`src/design/htwd_pkg.sv`:
```
// Package for the Huffman tree-walk decoder: sizes, field widths, node layout,
// command codes, controller states and the controller/datapath link structs.
// No dependencies.
`default_nettype none
package htwd_pkg;

	localparam int NODE_COUNT  = 512;
	localparam int SYMBOL_BITS = 8;
	localparam int NODE_AW     = $clog2(NODE_COUNT);

	localparam int CMD_W   = 2;
	localparam int IDX_W   = 9;
	localparam int SYM_W   = 8;
	localparam int BYTE_W  = 8;
	localparam int CNT_W   = 4;
	localparam int BYTE_BITS = 8;
	localparam int TOP_BIT   = 7;

	localparam logic [SYM_W-1:0] SYM_MASK = SYM_W'((64'd1 << SYMBOL_BITS) - 64'd1);

	typedef struct packed {
		logic             leaf;
		logic [IDX_W-1:0] left;
		logic [IDX_W-1:0] right;
		logic [SYM_W-1:0] sym;
	} node_t;

	localparam int NODE_W = $bits(node_t);

	typedef enum logic [CMD_W-1:0] {
		CMD_WRITE  = 2'd0,
		CMD_START  = 2'd1,
		CMD_DECODE = 2'd2
	} cmd_t;

	typedef enum logic [1:0] {
		ST_IDLE,
		ST_WALK,
		ST_TEST,
		ST_FLUSH
	} state_t;

	typedef struct packed {
		logic wr_node;
		logic set_root;
		logic ld_item;
		logic rd_cur;
		logic step;
		logic leaf_take;
		logic rd_root;
		logic flush_out;
	} ctrl_cmd_t;

	typedef struct packed {
		logic is_leaf;
		logic bits_zero;
		logic pend_valid;
		logic out_free;
	} dp_stat_t;

	function automatic logic idx_in_range(input logic [IDX_W-1:0] idx);
		return 32'(idx) < NODE_COUNT;
	endfunction

endpackage
`default_nettype wire

```
`src/design/htwd_ctrl.sv`:
```
// Controller of the decoder: sequences table writes, root starts and the
// bit-by-bit walk. Depends on htwd_pkg.
`default_nettype none
module htwd_ctrl (
	input  wire logic                      clk,
	input  wire logic                      arst_n,
	input  wire logic                      item_valid,
	input  wire logic [htwd_pkg::CMD_W-1:0] item_cmd,
	output logic                           item_ready,
	input  wire htwd_pkg::dp_stat_t        stat,
	output htwd_pkg::ctrl_cmd_t            cmd
);
	import htwd_pkg::*;

	state_t state_q, state_d;
	logic   stall;

	assign stall = stat.pend_valid && !stat.out_free;

	always_ff @(posedge clk or negedge arst_n) begin
		if (!arst_n) begin
			state_q <= ST_IDLE;
		end else begin
			state_q <= state_d;
		end
	end

	always_comb begin
		state_d = state_q;
		case (state_q)
			ST_IDLE: begin
				if (item_valid && cmd_t'(item_cmd) == CMD_DECODE) begin
					state_d = ST_WALK;
				end
			end
			ST_WALK: begin
				state_d = stat.bits_zero ? ST_FLUSH : ST_TEST;
			end
			ST_TEST: begin
				if (stat.is_leaf) begin
					if (!stall) begin
						state_d = stat.bits_zero ? ST_FLUSH : ST_WALK;
					end
				end else if (stat.bits_zero) begin
					state_d = ST_FLUSH;
				end
			end
			ST_FLUSH: begin
				if (!stat.pend_valid || stat.out_free) begin
					state_d = ST_IDLE;
				end
			end
			default: state_d = ST_IDLE;
		endcase
	end

	always_comb begin
		cmd        = '0;
		item_ready = 1'b0;
		case (state_q)
			ST_IDLE: begin
				item_ready = 1'b1;
				if (item_valid) begin
					case (cmd_t'(item_cmd))
						CMD_WRITE:  cmd.wr_node  = 1'b1;
						CMD_START:  cmd.set_root = 1'b1;
						CMD_DECODE: begin
							cmd.ld_item = 1'b1;
							cmd.rd_cur  = 1'b1;
						end
						default: ;
					endcase
				end
			end
			ST_WALK: begin
				cmd.step = !stat.bits_zero;
			end
			ST_TEST: begin
				if (stat.is_leaf) begin
					if (!stall) begin
						cmd.leaf_take = 1'b1;
						cmd.rd_root   = !stat.bits_zero;
					end
				end else begin
					cmd.step = !stat.bits_zero;
				end
			end
			ST_FLUSH: begin
				cmd.flush_out = stat.pend_valid && stat.out_free;
			end
			default: ;
		endcase
	end
endmodule
`default_nettype wire

```
`config.mk`:
```
export PLATFORM = sky130hd
export DESIGN_NAME = htwd_ctrl
export DESIGN_NICKNAME = d
export VERILOG_FILES = /design/src/design/htwd_pkg.sv /design/src/design/htwd_ctrl.sv
export SDC_FILE = /design/constraint.sdc
export NUM_CORES = 1
export LEC_CHECK = 0
export ABC_AREA = 1
export BUFFER_PORTS_ARGS = -buffer_cell sky130_fd_sc_hd__buf_4
export CAP_MARGIN = 30
export CORE_AREA = 5 5 42 44
export DETAILED_ROUTE_END_ITERATION = 16
export DIE_AREA = 0 0 47 49
export GPL_ROUTABILITY_DRIVEN = 1
export HOLD_SLACK_MARGIN = 0.08
export PLACE_DENSITY_LB_ADDON = 0.08
export RECOVER_POWER = 25
export SLEW_MARGIN = 15
export SYNTH_ARGS = -nofsm -noshare
export SYNTH_HDL_FRONTEND = slang
export SYNTH_SLANG_ARGS = --single-unit
```
`constraint.sdc`:
```
create_clock -name clk -period 1.53 [get_ports clk]
set_clock_uncertainty 0.2 [all_clocks]
set_input_delay 0.306 -clock clk [delete_from_list [all_inputs] [get_ports clk]]
set_output_delay 0.306 -clock clk [all_outputs]
set_load 0.01 [all_outputs]
```
**Word-level counts from Yosys, hierarchy flattened**

Index checks and enable logic that the tools add are counted.

- Input bits: 9
- Logic and storage cells: 40
- Register bits after elaboration: 2
- Output and inout bits: 9

- Equality and inequality tests: 9
- Reduce and logical (&&, ||, !) cells: 10
- Muxes and demuxes: 20

Operators with widths:

| kind | count |
|---|---|
| 2-bit two-way mux | 10 |
| 4-bit two-way mux | 2 |
| 2-bit one-hot mux with 4 select lines | 1 |
| 2-bit equality test, second input constant | 3 |
| 1-bit two-way mux | 6 |
| 3-bit != test, second input constant | 2 |
| 2-bit by 1-bit equality test with 1-bit output, second input constant | 2 |
| 2-bit zero test | 2 |
| 2-bit != test, second input constant | 2 |
| 4-bit AND reduction | 1 |
| 1-bit logical AND | 3 |
| 1-bit zero test | 3 |
| 1-bit one-hot mux with 2 select lines | 1 |
| 1-bit logical OR | 1 |

**Depth between registers and ports, before layout**

- Word-level depth: 5
- Depth in mapped cells: 8
- Depth with buffers taken out: 8

**Least setup slack after synthesis**

No wires, ideal clock.

- Path kind: register to output
- Start: register state_q[0]
- End: output port cmd[5] (netlist bit)
- Cell stages (with the launch flop): 6
- Path buffers: 1
- Data required time: 1.024 ns
- Data arrival time: 1.198 ns
- Path slack: -0.174 ns
- Cells stage by stage: dfrtp_1 -> inv_1 -> ha_1 -> inv_1 -> nor2_1 -> buf_4

RTL lines:

| element | line | text |
|---|---|---|
| start: declaration | htwd_ctrl.sv:15 | `state_t state_q, state_d;` |
| start signal: assignment | htwd_ctrl.sv:24 | `state_q <= state_d;` |
| end: declaration | htwd_ctrl.sv:11 | `output htwd_pkg::ctrl_cmd_t cmd` |

==> flow_summary.json <==
{
  "outcome": "complete, but fails checks",
  "violations": "setup timing",
  "critPathMostFrequentCell": "inv_2",
  "cap_violations": 0,
  "rsz0062_at_grt": "true",
  "dpl.hpwl_um": 721.3,
  "largest_reg_flops": 2,
  "drc": 0,
  "worstPathMaxFanout": 4,
  "yosys-top-cells-count": "nand2_1, inv_1, nor2_1",
  "root_buffer": "clkbuf_4",
  "pwr_density_cell_nw_per_um2": 1518,
  "cp-start-kind": "flip-flop",
  "drtIter0Drc": 3,
  "relSlewSlack_pct": 88.47,
  "num-nets-final": 94,
  "ant_nets": 0,
  "yosysSeqAreaShare_pct": 16.67,
  "synth_cell_types": 13,
  "wl_per_cell_um": 8.695,
  "fmax_mhz": 560.0,
  "htreeDepth": 1,
  "netlist_top_cells_area": "nand2_1, dfrtp_1, ha_1",
  "synthCells": 49,
  "cp_top_family": "flip-flops",
  "cts_tree": "yes",
  "fin_ws_ps": -255.7,
  "clock-sinks": 2,
  "p_leak_nw": 0.3308,
  "peakVddDrop_mv": 0.8055,
  "setup_tns_ps": -1738,
  "pin_count": 18,
  "async_flop_share_pct": 100.0,
  "slowest_delay_ps": 420,
  "start_util_pct": 21.43,
  "gp_congestion": 0.6880,
  "multi_input_area_um2": 279.0,
  "antenna_cells": 0,
  "grt_pass1_wl_mm": 1.421,
  "drive_above_1_share_pct": 60.76,
  "regMostFlops": "state_q",
  "cpMaxStageDelayCell": "dfrtp_2",
  "clk_path_buf_depth": 2,
  "io_buffers": 17,
  "avgViaCountPerCell": 3.989,
  "report.final.slew_viol_count": 0,
  "die_w_um": 47,
  "grt_antenna_before_repair": 0,
  "syn_nets": 62,
  "min_path_type": "in2async",
  "dieArea_um2": 2303,
  "route.final.wire_length_um": 826,
  "dp_cells": 88,
  "fillers": 157,
  "cp_cell_sequence": "inv_2, ha_4, inv_2, nor2_1, nand2_1, nor2_2, buf_4",
  "syn_area_per_cell_um2": 6.128,
  "synthFlopType": "dfrtp_1",
  "largestRegisters": "state_q: 2 flops",
  "required_ps": 1020,
  "cts_buffers": 3,
  "gr-total-overflow": 0,
  "drt_pass1_iterations": 2,
  "grt_max_degree": 6,
  "vias": 379,
  "path_buf_inv": 3,
  "clk_latency_ps": 220,
  "crit_arrival_ps": 1280,
  "synth-seq-cells": 2,
  "yosys.area.top_type": "nand2_1",
  "ys_warn_count": 0,
  "crit_type": "reg2out",
  "finalHoldViolations": 0,
  "cp-end-kind": "output port",
  "grt_pass1_vias": 376,
  "setup-violations-final": 9,
  "die_y_um": 49,
  "period_needed_ps": 1786,
  "rows": 14,
  "clk_pin_slew_ps": 30,
  "fin_cells": 95,
  "synth-edff-count": 0,
  "synth_top_area_share_pct": 18.75,
  "grt_use_total_pct": 8.521,
  "post-route-period-util_pct": 116.7,
  "synth_area_um2": 300.3,
  "worst_slew_pin_slew_ps": 172.5,
  "synth.most_common_cell": "nand2_1",
  "fp.coreArea_um2": 1401,
  "area_growth_syn_to_layout_pct": 110.0,
  "seq_area_um2": 51.30
}
==> metal layers <==
metal | vias up | track usage (%) | routed length, um
li1 | 211 | - | -
met1 | 157 | 9.231 | 318
met2 | 11 | 12.90 | 430
met3 | 0 | 3.690 | 78
met4 | 0 | 5.530 | 0
met5 | - | 0 | 0
==> stage by stage <==
step	util, %	total power [mW]	hold slack, ps	worst slack (ps)	area (um^2)
CTS	42.23	0.8895	200.2	-268.1	591.8
global placement	37.23	0.7023	-109.9	-68.66	521.8
finish	45.00	0.9571	204.4	-255.7	630.6
floorplan	-	0.4453	-189.6	2.325	329.1
global route	45.00	1.053	215.1	-331.2	630.6
detailed placement	37.23	0.6994	-110.0	-56.41	521.8
==> repair_timing <==
item / 4_1_cts / 5_1_grt
hold buffers: 1 / 0
resized for setup: 7 / 8
hold endpoints to repair: 2 / 0
setup endpoints to repair: 9 / 11
pin swaps: 4 / 1
gates cloned: 0 / 0
setup buffers: 2 / 2
==> final cells by class <==
| cell class | count | share of cell area (%) |
|---|---|---|
| Multi-Input combinational cell | 38 | 44.25 |
| Timing Repair Buffer | 28 | 36.11 |
| Sequential cell | 2 | 8.135 |
| Inverter | 8 | 4.762 |
| Clock buffer | 3 | 3.571 |
| Tap cell | 16 | 3.175 |
==> placed cells by master, fill, tap and decap left out, drive strengths merged <==
master | netlist | final
a21boi | 1 | 1
buf | 1 | 26
clkbuf | 0 | 4
dfrtp | 2 | 2
dlygate4sd3 | 0 | 1
ha | 4 | 4
inv | 8 | 8
nand2 | 18 | 18
nand3 | 4 | 4
nand4 | 2 | 2
nor2 | 8 | 8
nor3 | 1 | 1
==> path summary, 6_finish.rpt <==
path                                              from                endpoint  slack (ps)  cells after the start
max in group asynchronous                       arst_n  state_q[1]$_DFFE_PN0P_         790                      2
worst max-delay path            state_q[1]$_DFFE_PN0P_                  cmd[6]        -260                      7
min in group clk                               stat[0]  state_q[1]$_DFFE_PN0P_         300                      5
worst min-delay path                            arst_n  state_q[0]$_DFFE_PN0P_         200                      2
worst max register to register  state_q[1]$_DFFE_PN0P_  state_q[0]$_DFFE_PN0P_          10                      9
worst min register to register  state_q[1]$_DFFE_PN0P_  state_q[1]$_DFFE_PN0P_         440                      3
==> power breakdown <==
group          switching, mW  internal, mW  leakage [nW]
registers             0.0243        0.0830        0.0234
logic                  0.343         0.392         0.294
clock network         0.0281        0.0864        0.0138
total                  0.396         0.561         0.331
==> kinds of logic (layout without fill, tap and decap cells) <==
family / after synthesis / count (layout) / share of synthesized area (%)
and+or+nand+nor: 33 / 33 / 51.66
buffers and inverters: 9 / 39 / 12.50
adders and majority gates: 4 / 4 / 16.67
DFF: 2 / 2 / 16.67
AOI/OAI and AO/OA: 1 / 1 / 2.501
Power figures use the tool's default switching activity.
